--- config.mk ---
export PLATFORM = sky130hd
export DESIGN_NAME = rgb_to_hsv_pixel_unit
export DESIGN_NICKNAME = d
export VERILOG_FILES = /design/src/r2hsv_pkg.sv /design/src/rgb_to_hsv_pixel_unit.sv /design/src/r2hsv_prep.sv /design/src/r2hsv_div_cell.sv
export SDC_FILE = /design/constraint.sdc
export NUM_CORES = 1
export LEC_CHECK = 0
export BUFFER_PORTS_ARGS = -buffer_cell sky130_fd_sc_hd__buf_2
export CAP_MARGIN = 10
export CORE_AREA = 10 10 316 318
export DETAILED_ROUTE_END_ITERATION = 8
export DIE_AREA = 0 0 326 328
export PLACE_DENSITY = 0.79
export SETUP_SLACK_MARGIN = 0.05
export SLEW_MARGIN = 20
export SYNTH_ARGS = -nofsm -noshare
export SYNTH_HDL_FRONTEND = slang
export SYNTH_HIERARCHICAL = 1
export SYNTH_SLANG_ARGS = --single-unit
export TNS_END_PERCENT = 30
--- constraint.sdc ---
create_clock -name clk -period 12.1 [get_ports clk]
set_input_delay 2.42 -clock clk [delete_from_list [all_inputs] [get_ports clk]]
set_output_delay 2.42 -clock clk [all_outputs]
set_load 0.05 [all_outputs]
--- src/r2hsv_pkg.sv ---
// ----------------------------------------------------------------------------
// r2hsv_pkg
// Shared types and constants for the RGB to HSV pixel converter: pixel and
// result beats, the divider lane record and the cell record that walks the
// divider chain.
// ----------------------------------------------------------------------------
package r2hsv_pkg;

  // channel and result field widths
  localparam int CHAN_W = 8;
  localparam int HUE_W  = 9;
  localparam int PCT_W  = 7;

  // divider geometry: numerators fit in 17 bits, quotients in 9 bits
  localparam int NUM_W = 17;
  localparam int QUO_W = 9;

  // front register plus one cell per quotient bit
  localparam int LATENCY = QUO_W + 1;

  // scale factors
  localparam int SCALE_PCT = 100;
  localparam int FULL_SCALE = 255;
  localparam int DEG_SECTOR = 60;
  localparam int DEG_GREEN = 120;
  localparam int DEG_BLUE = 240;
  localparam int DEG_TURN = 360;

  // reciprocal of 255 scaled by 2^23, exact floor for numerators up to 100*255
  localparam int BRI_RECIP = 32897;
  localparam int BRI_SHIFT = 23;
  localparam int PROD_W    = 32;

  // input beat
  typedef struct packed {
    logic [CHAN_W-1:0] red;
    logic [CHAN_W-1:0] green;
    logic [CHAN_W-1:0] blue;
  } pixel_t;

  // output beat
  typedef struct packed {
    logic [HUE_W-1:0] hue;
    logic [PCT_W-1:0] saturation;
    logic [PCT_W-1:0] brightness;
  } hsv_t;

  // one restoring-division lane: partial remainder, shifted divisor, quotient
  typedef struct packed {
    logic [NUM_W-1:0] rem;
    logic [NUM_W-1:0] dsh;
    logic [QUO_W-1:0] quo;
  } div_lane_t;

  // record handed from cell to cell; brightness is settled in the front stage
  typedef struct packed {
    logic             valid;
    div_lane_t        hue;
    div_lane_t        sat;
    logic [PCT_W-1:0] bri;
  } cell_t;

endpackage

--- src/rgb_to_hsv_pixel_unit.sv ---
// ----------------------------------------------------------------------------
// rgb_to_hsv_pixel_unit
// Converts one 8-bit RGB pixel per clock into hue (degrees), saturation and
// value (percent), using a front stage and a chain of divider cells.
// A beat passes from start to the valid strobe through one front register plus
// one cell per quotient bit of the 9-bit restoring divider chain.
// Throughput: one pixel every cycle; busy is never raised.
// Reset clears the valid flags along the chain; data registers are not reset.
// The result is shown for one cycle with valid and cannot be held off.
// ----------------------------------------------------------------------------
module rgb_to_hsv_pixel_unit (
  input  logic              clk,
  input  logic              rst,
  input  logic              start,
  output logic              busy,
  input  r2hsv_pkg::pixel_t pixel,
  output logic              valid,
  output r2hsv_pkg::hsv_t   result
);
  import r2hsv_pkg::*;

  cell_t chain [0:QUO_W];

  // the chain accepts a beat every cycle
  assign busy = 1'b0;

  // front stage
  r2hsv_prep u_prep (
    .clk   (clk),
    .rst   (rst),
    .start (start),
    .pixel (pixel),
    .dout  (chain[0])
  );

  // divider cells, one quotient bit each
  for (genvar i = 0; i < QUO_W; i++) begin : g_cell
    r2hsv_div_cell u_cell (
      .clk  (clk),
      .rst  (rst),
      .din  (chain[i]),
      .dout (chain[i+1])
    );
  end

  // result beat from the last cell
  assign valid             = chain[QUO_W].valid;
  assign result.hue        = HUE_W'(chain[QUO_W].hue.quo);
  assign result.saturation = PCT_W'(chain[QUO_W].sat.quo);
  assign result.brightness = chain[QUO_W].bri;

  // every accepted beat comes out after the front register and every divider cell
  a_latency: assert property (@(posedge clk) disable iff (rst)
    (start && !busy) |-> ##LATENCY valid)
    else $error("result beat missing at expected latency");

  // hue within one turn
  a_hue_range: assert property (@(posedge clk) disable iff (rst)
    valid |-> (result.hue < HUE_W'(DEG_TURN)))
    else $error("hue out of range");

  // percentages within scale
  a_pct_range: assert property (@(posedge clk) disable iff (rst)
    valid |-> (result.saturation <= PCT_W'(SCALE_PCT)) &&
              (result.brightness <= PCT_W'(SCALE_PCT)))
    else $error("percentage out of range");

  // a black pixel gives an all-zero result
  a_black: assert property (@(posedge clk) disable iff (rst)
    (start && (pixel == '0)) |-> ##LATENCY (valid && (result == '0)))
    else $error("black pixel not converted to zero");

endmodule

--- src/r2hsv_prep.sv ---
// ----------------------------------------------------------------------------
// r2hsv_prep
// Front stage: finds max, min and delta of the pixel, picks the hue sector,
// registers the numerator and divisor of the hue and saturation divisions
// and works out the brightness by reciprocal multiplication.
// ----------------------------------------------------------------------------
module r2hsv_prep (
  input  logic              clk,
  input  logic              rst,
  input  logic              start,
  input  r2hsv_pkg::pixel_t pixel,
  output r2hsv_pkg::cell_t  dout
);
  import r2hsv_pkg::*;

  logic [CHAN_W-1:0] r, g, b;
  logic [CHAN_W-1:0] mx, mn, delta;
  logic [NUM_W-1:0]  hue_num, d17;
  logic [CHAN_W-1:0] hue_den, sat_den;
  logic [PROD_W-1:0] bri_prod;
  cell_t             cell_next;

  assign r = pixel.red;
  assign g = pixel.green;
  assign b = pixel.blue;

  // largest and smallest channel
  always_comb begin
    mx = (r > g) ? r : g;
    mn = (r > g) ? g : r;
    if (b > mx) begin
      mx = b;
    end
    if (b < mn) begin
      mn = b;
    end
    delta = mx - mn;
    d17 = NUM_W'(delta);
  end

  // hue numerator, sector of the largest channel, red then green then blue
  always_comb begin
    if (delta == '0) begin
      hue_num = '0;
    end else if (r == mx) begin
      if (g >= b) begin
        hue_num = NUM_W'(DEG_SECTOR) * NUM_W'(g - b);
      end else begin
        hue_num = NUM_W'(DEG_TURN) * d17 - NUM_W'(DEG_SECTOR) * NUM_W'(b - g);
      end
    end else if (g == mx) begin
      if (b >= r) begin
        hue_num = NUM_W'(DEG_GREEN) * d17 + NUM_W'(DEG_SECTOR) * NUM_W'(b - r);
      end else begin
        hue_num = NUM_W'(DEG_GREEN) * d17 - NUM_W'(DEG_SECTOR) * NUM_W'(r - b);
      end
    end else begin
      if (r >= g) begin
        hue_num = NUM_W'(DEG_BLUE) * d17 + NUM_W'(DEG_SECTOR) * NUM_W'(r - g);
      end else begin
        hue_num = NUM_W'(DEG_BLUE) * d17 - NUM_W'(DEG_SECTOR) * NUM_W'(g - r);
      end
    end
  end

  // a zero divisor only occurs with a zero numerator, so divide by one
  assign hue_den = (delta == '0) ? CHAN_W'(1) : delta;
  assign sat_den = (mx == '0) ? CHAN_W'(1) : mx;

  // brightness: max times 100 over 255 as one constant multiply and a shift
  assign bri_prod = PROD_W'(mx) * PROD_W'(SCALE_PCT * BRI_RECIP);

  // lane set-up: divisor aligned with the top quotient bit
  always_comb begin
    cell_next.valid   = start;
    cell_next.hue.rem = hue_num;
    cell_next.hue.dsh = NUM_W'(hue_den) << (QUO_W - 1);
    cell_next.hue.quo = '0;
    cell_next.sat.rem = NUM_W'(SCALE_PCT) * d17;
    cell_next.sat.dsh = NUM_W'(sat_den) << (QUO_W - 1);
    cell_next.sat.quo = '0;
    cell_next.bri     = bri_prod[BRI_SHIFT +: PCT_W];
  end

  // valid flag is reset, payload is not
  always_ff @(posedge clk) begin
    if (rst) begin
      dout.valid <= 1'b0;
    end else begin
      dout.valid <= cell_next.valid;
    end
    dout.hue <= cell_next.hue;
    dout.sat <= cell_next.sat;
    dout.bri <= cell_next.bri;
  end

endmodule

--- src/r2hsv_div_cell.sv ---
// ----------------------------------------------------------------------------
// r2hsv_div_cell
// One cell of the divider chain: settles one quotient bit in the hue and
// saturation lanes, carries the brightness along and hands the record on
// with the divisor halved.
// ----------------------------------------------------------------------------
module r2hsv_div_cell (
  input  logic             clk,
  input  logic             rst,
  input  r2hsv_pkg::cell_t din,
  output r2hsv_pkg::cell_t dout
);
  import r2hsv_pkg::*;

  cell_t cell_next;

  // restoring step: subtract where the shifted divisor fits
  function automatic div_lane_t lane_step(input div_lane_t l);
    div_lane_t o;
    logic      fits;
    fits  = (l.rem >= l.dsh);
    o.rem = fits ? (l.rem - l.dsh) : l.rem;
    o.dsh = l.dsh >> 1;
    o.quo = {l.quo[QUO_W-2:0], fits};
    return o;
  endfunction

  always_comb begin
    cell_next.valid = din.valid;
    cell_next.hue   = lane_step(din.hue);
    cell_next.sat   = lane_step(din.sat);
    cell_next.bri   = din.bri;
  end

  always_ff @(posedge clk) begin
    if (rst) begin
      dout.valid <= 1'b0;
    end else begin
      dout.valid <= cell_next.valid;
    end
    dout.hue <= cell_next.hue;
    dout.sat <= cell_next.sat;
    dout.bri <= cell_next.bri;
  end

  // remainder always ends below the divisor it was compared with
  a_rem_below_div: assert property (@(posedge clk) disable iff (rst)
    din.valid |=> (dout.hue.rem < $past(din.hue.dsh)) &&
                  (dout.sat.rem < $past(din.sat.dsh)))
    else $error("divider remainder not reduced below divisor");

endmodule
==> run_results.csv, run 1 <==
group,metric,value,unit
run_status,status,"complete, no violations",
placed_design,dp_hpwl,96990,um
worst_setup_path,crit_type,"in -> reg",
placed_design,port_buffers,50,
synth,syn-cell-area,51060,um2
cts,clock_sinks,725,
worst_setup_path,r2r_slack,8.69,ns
worst_setup_path,required,12.54,ns
drt,totalWireLength,120900,um
run,max_cap_violations,0,
worst_setup_path,cp-endpoint,"u_prep/dout[92]",
finish,drive_above_1_share,9.850,%
worst_setup_path,slowest_delay,0.52,ns
worst_setup_path,setup.worst_path.end_class,"flip-flop",
worst_setup_path,path_common_cell,"ha_1",
sta,rsz0062_at_grt,"no",
drt,drt-met1-wl,50060,um
sta,report.final.slew_viol_count,0,
grt,antenna_found_initial,1,
drt,viasPerCell,5.758,
drt,dr.first_iter.drc_count,2637,
sta,finalHoldViolCount,0,
worst_setup_path,crit_fanout,18,
floorplanning,die_area,106900,um2
cts,cts_tree,"yes",
sta,worst_pin_slew,1.083,ns
sta,fin_crit,11.30,ns
cts,cts_resized,0,
worst_setup_path,crit_family,"compound AO/OA/AOI/OAI gates",
worst_setup_path,cp-start-kind,"input pin",
cts,cts.hold.buffers_added,0,
worst_setup_path,critPathArrivalTime,11.74,ns
synth,yosys_warnings,6,
cts,cts-buffers-inserted,76,
drt,wl_met3,5741,um
sta,fmax,88.51,MHz
sta,slew_headroom,25.97,%
synth,syn_avg_cell_area,9.123,um2
sta,fin_setup_tns,0,ns
drt,first_pass_iters,6,
sta,timing.final.crit_share,93.38,%
floorplanning,dieWidth,326,um
worst_setup_path,crit_cells,45,
cts,cts-htree-levels,3,
sta,fin_skew,0.02480,ns
worst_setup_path,r2r-start,"g_cell[6].u_cell/dout[65]",
cts,cts.clk_slew.worst_paths,0.06,ns
drt,wire_per_inst,17.45,um
grt,grt_max_degree,30,
floorplanning,pin_count,52,
cts,cts_root_buf,"clkbuf_16",
floorplanning,std_cell_rows,112,
floorplanning,die_height,328,um
cts,postCtsSetupBuffers,0,
hold_path,hold_class,"reg -> reg",
floorplanning,start_util,54.88,%
worst_setup_path,r2r-end,"g_cell[7].u_cell/dout[80]",
finish,fillers,8054,
grt,grt_pass1_wl,197600,um
floorplanning,fp.coreArea,93050,um2
drt,drt_drc_violations_left,0,
finish,syn_to_final_growth,7.422,%
worst_setup_path,crit_slowest_cell,"fa_1",
drt,vias,39900,
synth,synthCells,5597,
drt,met2_length,60060,um
cts,clk_path_buf_depth,3,
cts,clock_latency,0.62,ns
worst_setup_path,crit_buf_inv,8,
worst_setup_path,crit_start,"pixel[12]",
finish,nNetsFinal,6424,
drt,final_antenna_net_count,0,
placed_design,place_congestion,0.9762,
grt,grt_pass1_vias,39930,
grt,grt.overflow.total,0,
grt,grt_usage,21.90,%
drt,highest_layer,"met5",
sta,finalSetupViolations,0,
worst_setup_path,ff2ff_path_depth,8,
[per-stage QoR]
step,setup WS [ns],hold slack [ns],cells,cell area [um2],utilization [%]
CTS,0.9013,0.3135,6929,54840,58.94
finish,0.8014,0.3212,6930,54850,58.95
detailed placement,0.2655,0.3121,6793,52160,56.06
global route,0.1189,0.3274,6929,54850,58.95
floorplan,0.1705,0.3096,5628,51190,-
global placement,0.4927,0.3099,6793,52160,56.06
[flip-flops by register name (all words and copies together), names as in the netlist]
name / cells
g_cell.u_cell/dout: 673
u_prep/dout: 52
[final cells by class]
cell class                 instances  area [um2]  area share [%]
multi-input combinational       3974       32640           59.51
sequential                       725       14510           26.46
inverter                         744        2848           5.191
clock buffer                      95        2074           3.782
tap                             1254        1569           2.860
clock inverter                    41       606.8           1.106
timing repair buffer              96       595.6           1.086
antenna                            1       2.502        0.004562
[how the worst min path moves through the flow]
stage	start	endpoint	cells after the start
finish	g_cell[6].u_cell/dout[8]	g_cell[7].u_cell/dout[9]	0
detailed placement	u_prep/dout[1]	g_cell[0].u_cell/dout[1]	0
CTS	g_cell[6].u_cell/dout[8]	g_cell[7].u_cell/dout[9]	0
floorplan	u_prep/dout[0]	g_cell[0].u_cell/dout[0]	0
global placement	g_cell[6].u_cell/dout[55]	g_cell[7].u_cell/dout[56]	0
global route	u_prep/dout[1]	g_cell[0].u_cell/dout[1]	0
[worst reg2reg max path: stages (launching register included)]
cell and delay, ns:
dfxtp_1 0.32, inv_1 0.05, ha_1 0.39, a211oi_1 0.28
o21bai_1 0.23, nor4_1 0.52, o31ai_1 0.20, o21ai_2 0.86
mux2_2 0.43
[routing by layer]
layer / vias up / GRT usage, %
met5: - / 0
met4: 2 / 9.186
met3: 356 / 2.734
met2: 1184 / 39.99
met1: 18790 / 25.56
li1: 19570 / -
[placed cells by master, fill, tap and decap left out, drive strengths merged, types with 74 or more instances in the layout]
cell type and count:
nand2 223, dfxtp 725, o21a 82, nand4 74
clkbuf 95, xor2 139, buf 96, nor2 275
o21bai 76, fa 152, nand3 157, a21oi 382
mux2i 75, nor3 92, ha 628, inv 748
xnor2 224, a21o 93, mux2 189, o21ai 268
Power of run 1 is not shown: default switching activity piles up to over one toggle a cycle in this logic, so the estimate is an artifact.
==> inputs of run 2 (changes only) <==
CORE_AREA = 10 10 258 260   (was 10 10 316 318)
DIE_AREA = 0 0 268 270   (was 0 0 326 328)
MAX_ROUTING_LAYER = met4   (was not set)
PLACE_DENSITY = 0.77   (was 0.79)
SYNTH_HIERARCHICAL = not set   (was 1)
==> run_results.csv, run 2 <==
group,metric,value,unit
run_status,status,"complete, no violations",
cts,cts.hold.buffers_added,0,
sta,worst_pin_slew,1.159,ns
cts,cts-buffers-inserted,54,
synth,syn-cell-area,35210,um2
worst_setup_path,critPathArrivalTime,11.81,ns
finish,reg_top3,"g_cell.u_cell.dout (515), u_prep.dout (52)",
floorplanning,start_util,57.47,%
run,max_cap_violations,0,
sta,slew_headroom,22.20,%
cts,clock_latency,0.61,ns
cts,cts_root_buf,"clkbuf_16",
synth,syn_avg_cell_area,9.326,um2
drt,wire_per_inst,15.25,um
floorplanning,std_cell_rows,91,
synth,yosys_warnings,0,
drt,dr.first_iter.drc_count,1305,
cts,cts_resized,0,
worst_setup_path,crit_slowest_cell,"ha_1",
finish,fillers,5092,
hold_path,hold_class,"reg -> reg",
cts,cts.clk_slew.worst_paths,0.06,ns
finish,final_common_cell,"dfxtp_1",
finish,multiInputGateArea,21490,um2
drt,drt_drc_violations_left,0,
worst_setup_path,crit_fanout,36,
worst_setup_path,path_common_cell,"ha_1",
sta,fmax,88.00,MHz
finish,final_cell_mix,"567 x dfxtp_1, 520 x inv_1, 464 x ha_1, 270 x a21oi_1, 253 x xnor2_1",
cts,postCtsSetupBuffers,0,
finish,syn_to_final_growth,8.654,%
grt,grt_usage,20.10,%
synth,synth_most_common_cell,"dfxtp_1",
sta,finalSetupViolations,0,
worst_setup_path,crit_type,"in -> reg",
worst_setup_path,slowest_delay,0.50,ns
synth,yosysSeqAreaShare,32.24,%
drt,viasPerCell,5.326,
worst_setup_path,required,12.55,ns
hold_path,hold_depth,0,
floorplanning,fp.coreArea,61260,um2
synth,synth_seq_cells,567,
sta,report.final.slew_viol_count,0,
floorplanning,die_area,72360,um2
synth,synth-edff-count,0,
worst_setup_path,setup.worst_path.end_class,"flip-flop",
drt,first_pass_iters,6,
cts,clk_path_buf_depth,3,
grt,grt_pass1_vias,24740,
finish,nNetsFinal,4469,
finish,drive_above_1_share,6.150,%
cts,cts_tree,"yes",
synth,synth_top_area_share,32.24,%
synth,synth.area.top_cells,"dfxtp_1 32%, ha_1 16%, fa_1 8.7%",
synth,syn_nets,4419,
finish,seq_area,11350,um2
sta,timing.final.crit_share,93.91,%
synth,synthCells,3775,
grt,antenna_found_initial,1,
grt,grt.overflow.total,0,
placed_design,place_congestion,0.9764,
cts,cts-htree-levels,2,
worst_setup_path,cp-start-kind,"input pin",
floorplanning,pin_count,52,
sta,fin_skew,0.01954,ns
grt,grt_max_degree,37,
sta,rsz0062_at_grt,"no",
sta,fin_crit,11.36,ns
synth,synthArstFlopShare,0,%
synth,synth_ff_type,"dfxtp_1",
finish,regMostFlops,"g_cell.u_cell.dout",
placed_design,port_buffers,50,
drt,totalWireLength,71060,um
sta,finalHoldViolCount,0,
floorplanning,die_height,270,um
synth,synthTopCellsByCount,"567 x dfxtp_1, 520 x inv_1, 464 x ha_1",
floorplanning,dieWidth,268,um
drt,vias,24830,
sta,fin_setup_tns,0,ns
synth,yosys.area.top_type,"dfxtp_1",
worst_setup_path,ff2ff_path_depth,15,
finish,largest_reg_flops,515,
synth,yosysUniqueCellTypes,88,
cts,clock_sinks,567,
grt,grt_pass1_wl,117200,um
placed_design,dp_hpwl,58600,um
drt,final_antenna_net_count,0,
[run 2: cell types whose count changed in the layout (fill, tap and decap cells not counted), sizes merged, moves of 70 or more]
cell | previous run | this run
inv | 748 | 527
mux2 | 189 | 19
ha | 628 | 464
dfxtp | 725 | 567
nand3 | 157 | 30
a21oi | 382 | 270
o21ai | 268 | 168
o21a | 82 | 12
[run 2: kinds of logic after synthesis]
logic type,after synthesis,share of synthesized area [%]
AO/OA/AOI/OAI,773,13.79
buffers and inverters,610,6.930
other,1,0.01065
AND/OR/NAND/NOR,796,11.24
multiplexers,57,1.773
adder cells (fa/ha/maj),617,25.19
XOR/XNOR,354,8.828
flip-flops,567,32.24
[run 2: final cells by class]
type	instances	area share [%]
Timing Repair Buffer	80	1.243
Multi-Input combinational cell	2598	56.18
Clock inverter	23	0.9846
Antenna cell	1	0.006542
Sequential cell	567	29.67
Clock buffer	78	4.187
Inverter	524	5.142
Tap cell	790	2.584
[run 2: worst max-delay path: cells and delay by family]
kind / cells / cell delay, ns
and+or+nand+nor: 13 / 2.25
xor gates and xnor gates: 3 / 0.49
adders and majority gates: 9 / 3.21
buffers and inverters: 8 / 1.01
AOI/OAI and AO/OA: 15 / 2.42
[run 2: metrics by stage]
stage	instances	hold WS (ns)	worst slack, ns	cell area [um2]	util [%]
global route	4661	0.3141	0.04517	38250	62.45
detailed placement	4559	0.3121	0.07556	36210	59.12
floorplan	3775	0.3096	0.2987	35210	-
global placement	4559	0.3102	0.3162	36210	59.12
finish	4661	0.3120	0.7365	38250	62.45
CTS	4660	0.3072	0.7016	38190	62.35
[run 2: path summary, 6_finish.rpt]
kind	endpoint	slack, ns	start
setup / recovery	u_prep.dout[92]	0.74	pixel[11]
hold / removal	g_cell[3].u_cell.dout[53]	0.31	g_cell[2].u_cell.dout[52]
setup reg to reg	g_cell[6].u_cell.dout[92]	8.59	g_cell[5].u_cell.dout[62]
hold reg to reg	g_cell[3].u_cell.dout[53]	0.31	g_cell[2].u_cell.dout[52]
[run 2: metal layers]
metal	up-vias	wire [um]	part of all wire (%)	global-route usage, %
met5	-	0	0	-
met1	11500	30740	43	23.36
met2	434	34990	49	34.73
met3	167	2597	3.7	2.458
met4	0	2738	3.9	7.984
li1	12720	-	-	-
Power of run 2 is left out for the same reason.
